<file path="src/sv/odo_pkg.sv">
// odo_pkg: shared types and codes for the wheel odometry tracker
// no dependencies; imported by every module of the block
package odo_pkg;

	localparam int PADDR_W = 4;

	localparam logic [1:0] ACT_WRAP_R = 2'd0;
	localparam logic [1:0] ACT_WRAP_L = 2'd1;
	localparam logic [1:0] ACT_SAMPLE = 2'd2;
	localparam logic [1:0] ACT_CLEAR  = 2'd3;

	localparam logic [1:0] REG_TICKS_PER_TURN = 2'd0;
	localparam logic [1:0] REG_TICK_LEN       = 2'd1;
	localparam logic [1:0] REG_TURN_GAIN      = 2'd2;

	localparam logic [15:0] TICKS_PER_TURN_RST = 16'd360;
	localparam logic [15:0] TICK_LEN_RST       = 16'd3277;
	localparam logic [23:0] TURN_GAIN_RST      = 24'd37283;

	typedef struct packed {
		logic [15:0] ticks_per_turn;
		logic [15:0] tick_len;
		logic [23:0] turn_gain;
	} odo_cfg_t;

	typedef struct packed {
		logic capture;
		logic wrap_r;
		logic wrap_l;
		logic clear;
		logic mul;
		logic add;
		logic diff;
		logic prod;
		logic acc;
	} odo_cmd_t;

endpackage

</file>
<file path="src/sv/odo_regs.sv">
// odo_regs: configuration registers behind the apb-style port
// depends on odo_pkg
module odo_regs
	import odo_pkg::*;
(
	input  logic               clk,
	input  logic               arst_n,
	input  logic               psel,
	input  logic               penable,
	input  logic               pwrite,
	input  logic [PADDR_W-1:0] paddr,
	input  logic [31:0]        pwdata,
	output logic [31:0]        prdata,
	output logic               pready,
	output odo_cfg_t           cfg
);

	odo_cfg_t   cfg_q;
	logic [1:0] idx;
	logic       wr_en;

	assign idx    = paddr[3:2];
	assign pready = 1'b1;
	assign wr_en  = psel && penable && pwrite;
	assign cfg    = cfg_q;

	always_ff @(posedge clk or negedge arst_n) begin
		if (!arst_n) begin
			cfg_q.ticks_per_turn <= TICKS_PER_TURN_RST;
			cfg_q.tick_len       <= TICK_LEN_RST;
			cfg_q.turn_gain      <= TURN_GAIN_RST;
		end else if (wr_en) begin
			case (idx)
				REG_TICKS_PER_TURN: cfg_q.ticks_per_turn <= pwdata[15:0];
				REG_TICK_LEN:       cfg_q.tick_len       <= pwdata[15:0];
				REG_TURN_GAIN:      cfg_q.turn_gain      <= pwdata[23:0];
				default: ;
			endcase
		end
	end

	always_comb begin
		case (idx)
			REG_TICKS_PER_TURN: prdata = {16'd0, cfg_q.ticks_per_turn};
			REG_TICK_LEN:       prdata = {16'd0, cfg_q.tick_len};
			REG_TURN_GAIN:      prdata = {8'd0, cfg_q.turn_gain};
			default:            prdata = 32'd0;
		endcase
	end

endmodule

</file>
<file path="config.mk">
export PLATFORM = sky130hd
export DESIGN_NAME = odo_regs
export DESIGN_NICKNAME = d
export VERILOG_FILES = /design/src/sv/odo_pkg.sv /design/src/sv/odo_regs.sv
export SDC_FILE = /design/constraint.sdc
export NUM_CORES = 1
export LEC_CHECK = 0
export BUFFER_PORTS_ARGS = -buffer_cell sky130_fd_sc_hd__clkbuf_2
export CAP_MARGIN = 20
export CORE_ASPECT_RATIO = 0.6
export CORE_MARGIN = 2
export CORE_UTILIZATION = 49
export DETAILED_ROUTE_END_ITERATION = 10
export PLACE_DENSITY = 0.95
export SLEW_MARGIN = 20
export SYNTH_ARGS = -nofsm -noshare
export SYNTH_HDL_FRONTEND = slang
export SYNTH_SLANG_ARGS = --single-unit
</file>
<file path="constraint.sdc">
create_clock -name clk -period 4.2 [get_ports clk]
set_clock_uncertainty 0.2 [all_clocks]
set_input_delay 0.63 -clock clk [delete_from_list [all_inputs] [get_ports clk]]
set_output_delay 0.63 -clock clk [all_outputs]
set_load 0.01 [all_outputs]
</file>
# After elaboration in Yosys (flattened, before gate mapping)
# Index checks and enable logic that the tools add are counted.
[totals]
wordCells = 12
register_bits = 56
inputBits = 41
[classes]
muxes = 1
n_eq_ne = 2
reduce_logical = 6
[ops]
columns = ["op", "n"]
rows = [
  ["$pmux 24 s3", 1],
  ["$reduce_and 2->1", 3],
  ["$eq 2x1->1 const B", 1],
  ["$eq 2x2->1 const B", 1],
  ["$logic_and 1x1->1", 2],
  ["$logic_not 2->1", 1],
]

# Longest topological paths before layout
[logic_depth]
ltp_word = 3
mapped_depth = 5

# Worst setup path after synthesis
# No wires, ideal clock.
[synth_path]
path_kind = "input to output"
start = "input port paddr[3]"
end = "output port prdata[0]"
required_time_ps = 3370
path_stages = 5
path_slack_ps = 1855
path_buffers = 2
arrival_time_ps = 1515
path_cell_list = "buf_2 > nor2b_1 > clkbuf_1 > nand2_1 > o21ai_0"
[synth_via]
elab_chain_cells = 2
[synth_rtl]
columns = ["element", "line_no", "rtl"]
rows = [
  ["start, declared", "odo_regs.sv:11", "input logic [PADDR_W-1:0] paddr,"],
  ["$eq 2x2->1, or another cell as far along", "odo_regs.sv:43", "case (idx)"],
  ["$pmux 24 s3 *", "odo_regs.sv:43", ""],
  ["end, declared", "odo_regs.sv:13", "output logic [31:0] prdata,"],
]
# Mark *: on every way between the ends. The rest lies on a longest branch, timed or not.

# Final worst setup path
[layout_path]
start = "input port paddr[2]"
end = "output port prdata[9]"
# The elaborated chain is that of the path after synthesis.

==> qor.csv <==
metric,value,unit
status,"finished, final reports clean",
Num CTS Buffers,5,
"Hold Vio Cnt, Final",0,
ys async rst share,100,%
critical path required time,3.37,ns
data arrival time of the worst path,2.09,ns
#FFs+latches synth,56,
Yosys top cell area share,35.9,%
later-pin clock latency in the skew report,0.30,ns
Power Density,496,nW/µm²
routed vias/inst,5.06,
largest net degree at the start of global routing,30,
Worst-path clk slew,0.10,ns
met1 GRT Util,28.5,%
Antenna Diode Count,0,
leakage power,1.69,nW
CTS Buffer Depth,2,
CP startpoint kind,primary input,
peak-usage layer in the global routing report,met2,
Final HPWL DP,4270,µm
worst hold path type,in2async,
max cap viols,0,
gp weighted congestion,0.761,
met3 usage,4.26,%
Slew HR,33.4,%
Port Buffers,110,
Nets,344,
WP depth,6,
sequential share of the synthesized area,53.8,%
"Slew Viols, Final",0,
crit path to,prdata[9],
Slew @ Worst Pin,0.999,ns
max reg flops,56,
final setup TNS,0,ns
Final ANT Viol Nets,0,
FP Rows,20,
multi-input combinational cell area,1110,µm²
cell accounting for the most synthesized area,dfrtp_1,
first-pass GRT wire length,9430,µm
mapped cell area,2650,µm²
fmax,0.343,GHz
CTS Sinks,56,
Vias,1872,
"Buf+Inv Stages, Crit Path",3,
Die Span Y,60.9,µm
H-tree depth,2,
initial antenna violation count,0,
Initial Util,51.6,%
Slowest cell on crit path,clkbuf_2,
Fill cells,418,
DRC,0,
Die X-Extent,98.9,µm
hold-fix buffers at CTS,0,
drt wl/cell,15.8,µm
Worst IR Drop VDD,271,µV
crit path capture type,output pin,
GRT Util Overall,20.5,%
crit-path leading delay family,buffers and inverters,
distinct cell type count after synthesis,19,
warnings from Yosys,0,
# Post-CTS Setup Buffers,0,
CP Cell Sequence,"clkbuf_2, nor2b_2, buf_4, nand2_1, o21ai_0, clkbuf_2",
worst reg-to-reg path cell count,1,
worst flop-to-flop path endpoint,cfg[6]$_DFFE_PN0P_,
number of DRC markers in iteration 0,47,
Tcrit/Tclk final,69.4,%
"EDFF count, synth",0,
Critical Path Max Stage Delay,0.41,ns
R2R Path Start,cfg[6]$_DFFE_PN0P_,
Area contributors post-synth,"dfrtp_1, mux2_2, dfstp_2",
ys flop type,dfrtp_1,
Reg area,1420,µm²
final WL,5850,µm
critical path class,in2out,
Placeable Area,5130,µm²
M2 GR Usage,33.7,%
Critical path origin,paddr[2],
Setup Viol. Count Final,0,
IO Pins,130,
Critical Path Fanout Max,20,
synthesis-to-finish area growth,25.5,%
grt ovf,0,
CTS Root Cell,clkbuf_8,
share of layout cells above drive strength 1,65.8,%
total die area,6030,µm²
drt pass-1 iters,4,
Post-CTS Resized,0,
fin crit period,2.92,ns
Syn Inst Count,195,
CTS tree,built,
RSZ-0062 raised after global routing,no,
CP dominant cell by count,clkbuf_2,
Reg2Reg Setup Slack,3.20,ns
vias in the first global route,1847,
WHS,0.150,ns
syn avg cell area,13.6,µm²
==> cells in the final DEF (no fill, tap or decap), drive strengths merged <==
cell,n
and2,8
buf,4
bufinv,1
clkbuf,117
conb,9
dfrtp,38
dfstp,18
mux2,56
mux2i,16
nand2,16
nand3,1
nor2b,1
nor3,1
nor3b,1
o21ai,16
or3b,1
==> kinds of logic after synthesis <==
kind of cell           share of synthesized area (%)
buffers and inverters                           5.67
flip-flops                                      53.8
AND/OR/NAND/NOR                                 5.95
AO/OA/AOI/OAI                                   3.02
multiplexers                                    31.3
other                                          0.284
==> through the flow <==
stage	utilization, %	power [W]	instance area, µm²	instances	worst slack, ns
final	64.8	0.00165	3320	370	1.28
after global routing	64.8	0.00175	3320	370	1.09
after CTS	64.8	0.00167	3320	370	1.24
after detailed placement	62.3	0.00129	3200	362	1.24
after global placement	62.3	0.00127	3200	362	1.24
after floorplan	-	0.00106	2670	202	1.85
==> worst min-delay path by stage <==
| stage | slack (ns) | to | startpoint | depth (start not counted) |
|---|---|---|---|---|
| after CTS | 0.17 | cfg[32]$_DFFE_PN0P_ | arst_n | 1 |
| final | 0.15 | cfg[32]$_DFFE_PN0P_ | arst_n | 1 |
| after global routing | 0.18 | cfg[32]$_DFFE_PN0P_ | arst_n | 1 |
| after global placement | 0.30 | cfg[17]$_DFFE_PN0P_ | cfg[17]$_DFFE_PN0P_ | 1 |
| after floorplan | 0.13 | cfg[10]$_DFFE_PN0P_ | arst_n | 0 |
| after detailed placement | 0.31 | cfg[21]$_DFFE_PN0P_ | cfg[21]$_DFFE_PN0P_ | 1 |
==> where the power goes <==
part	switching [W]	internal (W)	total [W]	leakage, nW
clock network	0.000161	0.000210	0.000371	0.0645
registers	0.000100	0.000695	0.000795	0.655
logic	0.000231	0.000249	0.000480	0.976
==> per-layer routing <==
layer  part of all wire [%]  vias up  routed length [µm]
li1                       -      872                   -
met1                     46      924                2700
met2                     47       68                2770
met3                    5.5        8                 321
met4                   0.82        0                  48
met5                      0        -                   0
==> final cells by class <==
| type | count | share of cell area (%) |
|---|---|---|
| flip-flops and latches | 56 | 42.9 |
| multi-input cells | 126 | 33.4 |
| repair buffers | 114 | 17.5 |
| clock buffers | 7 | 2.90 |
| well taps | 66 | 2.49 |
| clock inverters | 1 | 0.904 |
==> synth_stat cells, types with 2 or more instances <==
cell and number:
nand2_1 16, and2_1 8, mux2i_1 16, dfrtp_1 38, conb_1 2, mux2_2 46
dfstp_2 18, mux2_4 10, clkbuf_1 3, buf_2 2, o21ai_0 16, buf_4 13
Power figures use the tool's default switching activity.
