[config.mk]
export PLATFORM = sky130hd
export DESIGN_NAME = odo_ctrl
export DESIGN_NICKNAME = d
export VERILOG_FILES = /design/src/sv/odo_pkg.sv /design/src/sv/odo_ctrl.sv
export SDC_FILE = /design/constraint.sdc
export NUM_CORES = 1
export LEC_CHECK = 0
export BUFFER_PORTS_ARGS = -buffer_cell sky130_fd_sc_hd__clkbuf_2
export CAP_MARGIN = 5
export CORE_AREA = 2 2 39 41
export DETAILED_ROUTE_END_ITERATION = 8
export DIE_AREA = 0 0 41 43
export PLACE_DENSITY_LB_ADDON = 0.12
export SYNTH_ARGS = -nofsm -noshare
export SYNTH_HDL_FRONTEND = slang
export SYNTH_SLANG_ARGS = --single-unit
export TNS_END_PERCENT = 10
[constraint.sdc]
create_clock -name clk -period 1.3 [get_ports clk]
set_input_delay 0 -clock clk [delete_from_list [all_inputs] [get_ports clk]]
set_output_delay 0 -clock clk [all_outputs]
set_load 0.1 [all_outputs]
[src/sv/odo_pkg.sv]
// odo_pkg: shared types and codes for the wheel odometry tracker
// no dependencies; imported by every module of the block
package odo_pkg;

	localparam int PADDR_W = 4;

	localparam logic [1:0] ACT_WRAP_R = 2'd0;
	localparam logic [1:0] ACT_WRAP_L = 2'd1;
	localparam logic [1:0] ACT_SAMPLE = 2'd2;
	localparam logic [1:0] ACT_CLEAR  = 2'd3;

	localparam logic [1:0] REG_TICKS_PER_TURN = 2'd0;
	localparam logic [1:0] REG_TICK_LEN       = 2'd1;
	localparam logic [1:0] REG_TURN_GAIN      = 2'd2;

	localparam logic [15:0] TICKS_PER_TURN_RST = 16'd360;
	localparam logic [15:0] TICK_LEN_RST       = 16'd3277;
	localparam logic [23:0] TURN_GAIN_RST      = 24'd37283;

	typedef struct packed {
		logic [15:0] ticks_per_turn;
		logic [15:0] tick_len;
		logic [23:0] turn_gain;
	} odo_cfg_t;

	typedef struct packed {
		logic capture;
		logic wrap_r;
		logic wrap_l;
		logic clear;
		logic mul;
		logic add;
		logic diff;
		logic prod;
		logic acc;
	} odo_cmd_t;

endpackage

[src/sv/odo_ctrl.sv]
// odo_ctrl: sequencer for wrap, clear and the five-step sample path
// depends on odo_pkg; drives odo_datapath through odo_cmd_t
module odo_ctrl
	import odo_pkg::*;
(
	input  logic       clk,
	input  logic       arst_n,
	input  logic       req_valid,
	input  logic [1:0] action,
	output logic       req_stall,
	output logic       res_valid,
	input  logic       res_stall,
	output odo_cmd_t   cmd
);

	localparam logic [2:0] ST_IDLE = 3'd0;
	localparam logic [2:0] ST_MUL  = 3'd1;
	localparam logic [2:0] ST_ADD  = 3'd2;
	localparam logic [2:0] ST_DIFF = 3'd3;
	localparam logic [2:0] ST_PROD = 3'd4;
	localparam logic [2:0] ST_ACC  = 3'd5;

	logic [2:0] state_q;
	logic [2:0] state_d;
	logic       res_valid_q;
	logic       accept;
	logic       out_free;

	assign req_stall = (state_q != ST_IDLE);
	assign accept    = req_valid && !req_stall;
	assign out_free  = !res_valid_q || !res_stall;
	assign res_valid = res_valid_q;

	always_comb begin
		cmd     = '0;
		state_d = state_q;
		case (state_q)
			ST_IDLE: begin
				if (accept) begin
					case (action)
						ACT_WRAP_R: cmd.wrap_r = 1'b1;
						ACT_WRAP_L: cmd.wrap_l = 1'b1;
						ACT_CLEAR:  cmd.clear  = 1'b1;
						ACT_SAMPLE: begin
							cmd.capture = 1'b1;
							state_d     = ST_MUL;
						end
						default: ;
					endcase
				end
			end
			ST_MUL: begin
				cmd.mul = 1'b1;
				state_d = ST_ADD;
			end
			ST_ADD: begin
				cmd.add = 1'b1;
				state_d = ST_DIFF;
			end
			ST_DIFF: begin
				cmd.diff = 1'b1;
				state_d  = ST_PROD;
			end
			ST_PROD: begin
				cmd.prod = 1'b1;
				state_d  = ST_ACC;
			end
			ST_ACC: begin
				if (out_free) begin
					cmd.acc = 1'b1;
					state_d = ST_IDLE;
				end
			end
			default: state_d = ST_IDLE;
		endcase
	end

	always_ff @(posedge clk or negedge arst_n) begin
		if (!arst_n) begin
			state_q     <= ST_IDLE;
			res_valid_q <= 1'b0;
		end else begin
			state_q <= state_d;
			if (cmd.acc) begin
				res_valid_q <= 1'b1;
			end else if (!res_stall) begin
				res_valid_q <= 1'b0;
			end
		end
	end

endmodule

; Yosys cells after proc, flatten, opt, wreduce, memory -nomap -nowiden
; Index checks and enable logic that the tools add are counted.
[word_totals]
regBits = 4
latch_bits = 0
mem_bits_rw = 0
rom_bits = 0
out_inout_bits = 11
wordCells = 41
n_memories = 0
[classes]
add_sub_neg = 0
mul = 0
div = 0
magnitude_cmp = 0
eq_ne = 12
n_shift = 0
mux = 18
n_bitwise = 0
n_reduce_logical = 9
[op_table]
columns = cell, n
row1 = $pmux 3 s6, 1
row2 = $mux 1, 12
row3 = $mux 3, 3
row4 = $mux 4, 2
row5 = $eq 3x2->1 const B, 2
row6 = $eq 3x3->1 const B, 2
row7 = $eq 2x2->1 const B, 2
row8 = $ne 2x1->1 const B, 2
row9 = $ne 2x2->1 const B, 2
row10 = $eq 3x1->1 const B, 1
row11 = $logic_not 1->1, 3
row12 = $logic_not 3->1, 1
row13 = $reduce_and 3->1, 1
row14 = $reduce_bool 3->1, 1
row15 = $eq 2x1->1 const B, 1
row16 = $logic_not 2->1, 1
row17 = $logic_and 1x1->1, 1
row18 = $logic_or 1x1->1, 1

; Depth between registers and ports, before layout
[depth]
ltp_word = 5
ltp_mapped = 4

; Worst setup path after synthesis
; OpenSTA, ideal clock, no wires.
[synth_path]
path_kind = register -> register
start = reg state_q[2]
end = reg state_q[1]
setup_time_ns = 0.078
arrival_time_ns = 2.981
slack_ns = -1.759
path_stages_with_launch = 4
period_less_slack_ns = 3.059
cell_sequence = dfrtp_1 buf_4 nor3b_1 or2_1
[synth_between]
elab_chain_cells = 5
[synth_lines]
columns = item, line
row1 = "start, declared", odo_ctrl.sv:23  ; logic [2:0] state_q;
row2 = "start signal, assigned", odo_ctrl.sv:83  ; state_q <= state_d;
row3 = $reduce_bool 3->1, odo_ctrl.sv:29  ; assign req_stall = (state_q != ST_IDLE);
row4 = $logic_not 1->1, odo_ctrl.sv:30  ; assign accept = req_valid && !req_stall;
row5 = $logic_and 1x1->1, odo_ctrl.sv:30
row6 = $ne 2x2->1 (no source line), --
row7 = $reduce_and 3->1 (no source line), --
; Several ways; a longest one is shown, not always the timed one.
; A chain may end at the register's enable or synchronous reset.

==> run summary <==
Starting Density: 0.200
CP Launch Type: flop
Data arrival, critical path: 1.39 ns
hold path endpoint: res_valid
remaining antenna violation count after routing: 0
hold wc startpoint: res_stall
FF+latch count, synth: 4
Seq/Total Area, Yosys: 0.362
FF-to-FF setup slack: 0.22 ns
Post-Syn Area: 277 µm²
crit end category: output port
Final Core Density: 0.474
CTS sink cnt: 4
share of cells above drive strength 1: 0.667
CTS tree: yes
drt pass-1 iters: 3
# diodes: 0
Final Hold Vio Count: 0
fillers: 142
Reg clk slew, reported paths: 0.04 ns
fraction of registers with async set/reset: 1.00
WL/cell: 12.8 µm
post-route clock period utilization: 1.07
Mapped Cells: 32
row count: 14
worst path required time: 1.30 ns
Final Critical Period: 1.39 ns
Die Wd: 41 µm
vias per inst: 4.61
Post-DP HPWL: 707 µm
setup TNS: -0.317 ns
drc violations: 0
htree depth: 1
DR vias: 323
count leader, synth: nand2_1
final WL: 893 µm
max-cap violations: 0
Core Box Area: 0.00138 mm²
Max FO, Critical Path: 4
r2r worst-path depth: 3
Max Root-Sink Buffers: 2
RR Endpoint: state_q[1]
pre-CTS setup slack: 0.0524 ns
cts bufs inserted: 3
r2r startpoint: state_q[0]
top cell type by total area after synthesis: dfrtp_1
largest net degree at the start of global routing: 10
Worst-Margin Slew: 0.279 ns
Yosys top cell area share: 0.362
Max Slew Vio Count: 0
Syn. warnings: 0
worst setup margin: -0.0880 ns
antenna violations before repair: 0
syn nets: 38
port bufs: 16
achievable clock frequency: 0.720 GHz
hold path cells: 3
Setup violations, final: 5
Commonest cells post-synth: nand2_1 (5), dfrtp_1 (4), inv_1 (3), nand3_1 (3), nor2_1 (3)
Post-CTS Setup Repair Bufs: 0
DIE AREA: 0.00176 mm²
Overall Global Routing Usage: 0.133
routability cong.: 0.693
Max transition margin: 0.815
Root Buffer: clkbuf_4
failing checks: setup timing
status: finished with violations
Syn Area/Cell: 8.64 µm²
Post-synth EDFFs: 0
area grow syn2layout: 137%
Die Y: 43 µm
DRT iter0 DRCs: 11
count of different cell masters after synthesis: 17
NumNets Final: 61
CP Class: flop to output port
GRT Residual Overflow: 0
I/O pin total: 17
Worst-Skew Late Latency: 0.24 ns
Final Skew: 0.00622 ns
leading register cell type out of synthesis: dfrtp_1
worst hold-check path type: input pin to flop
RSZ-0062 raised after global routing: yes
first-pass GRT wire length: 1.51 mm
largest cells by area after synthesis: dfrtp_1 (36%), nor3_2 (7.2%), nand2_1 (6.8%), nor3_4 (5.9%), nand3_1 (5.4%)
vias in the first global route: 343
==> area by class of cell <==
| class | count | area, µm² | share of cell area |
|---|---|---|---|
| Tap cell | 16 | 20.0 | 0.0305 |
| Sequential cell | 4 | 101 | 0.155 |
| Multi-Input combinational cell | 22 | 221 | 0.338 |
| Inverter | 4 | 17.5 | 0.0267 |
| Clock buffer | 4 | 26.3 | 0.0401 |
| Timing Repair Buffer | 20 | 269 | 0.410 |
==> cell usage in the layout (no fill, tap or decap) <==
cell,n
a31o_2,1
nor3_4,3
dlygate4sd3_1,1
clkbuf_1,1
a311oi_1,1
buf_6,1
nor3b_4,2
a21oi_4,1
nor2_4,3
dfrtp_2,1
inv_1,3
a221oi_1,1
clkbuf_2,5
nand3_1,1
clkbuf_4,3
inv_4,1
dfrtp_1,3
buf_12,10
and4_1,1
or2_1,1
buf_4,3
nand3_2,2
nand2_1,5
==> kinds of logic (layout without fill, tap and decap cells) <==
group / count (synthesis) / after routing / synth area share
compound gates: 4 / 4 / 0.113
buf+inv: 6 / 28 / 0.122
flops: 4 / 4 / 0.362
simple gates: 18 / 18 / 0.403
==> repair_timing <==
action / 4_1_cts / 5_1_grt
endpoints found under the setup margin: 5 / 8
gates resized for setup: 5 / 0
pin swaps: 2 / 1
endpoints found under the hold margin: 4 / 0
hold buffers: 1 / 0
==> metal layers <==
metal | global-route usage | part of all wire
met5 | 0 | 0
met1 | 0.154 | 0.38
met4 | 0.0800 | 0.016
met3 | 0.0366 | 0.040
met2 | 0.206 | 0.56
==> stage by stage <==
stage          instances  hold slack (ns)  cell area, µm²
5_1_grt               70            0.104             656
3_5_place_dp          65           -0.179             597
6_report              70           0.0629             656
3_3_place_gp          65           -0.190             597
4_1_cts               70           0.0642             656
2_1_floorplan         32           -0.296             340
==> worst max path at each step <==
stage / slack, ns / cells past startpoint / end / start
finish: -0.09 / 4 / cmd[7] / state_q[2]
global route: -0.18 / 4 / cmd[7] / state_q[2]
CTS: -0.11 / 4 / cmd[7] / state_q[2]
detailed placement: 0.05 / 4 / cmd[6] / state_q[1]
global placement: 0.11 / 4 / cmd[5] / state_q[1]
floorplan: -0.32 / 3 / state_q[1] / state_q[2]
==> worst max-delay path, stage by stage, from the launching register on <==
cell,delay [ns]
dfrtp_1,0.40
nor3_4,0.26
nand2_1,0.12
nor3_4,0.16
buf_12,0.20
==> state kept, by name, summed over array words and instances, names as in the netlist <==
| signal | flops |
|---|---|
| res_valid | 1 |
| state_q | 3 |
Power is not shown: default switching activity piles up to over one toggle a cycle in this logic, so the estimate is an artifact.
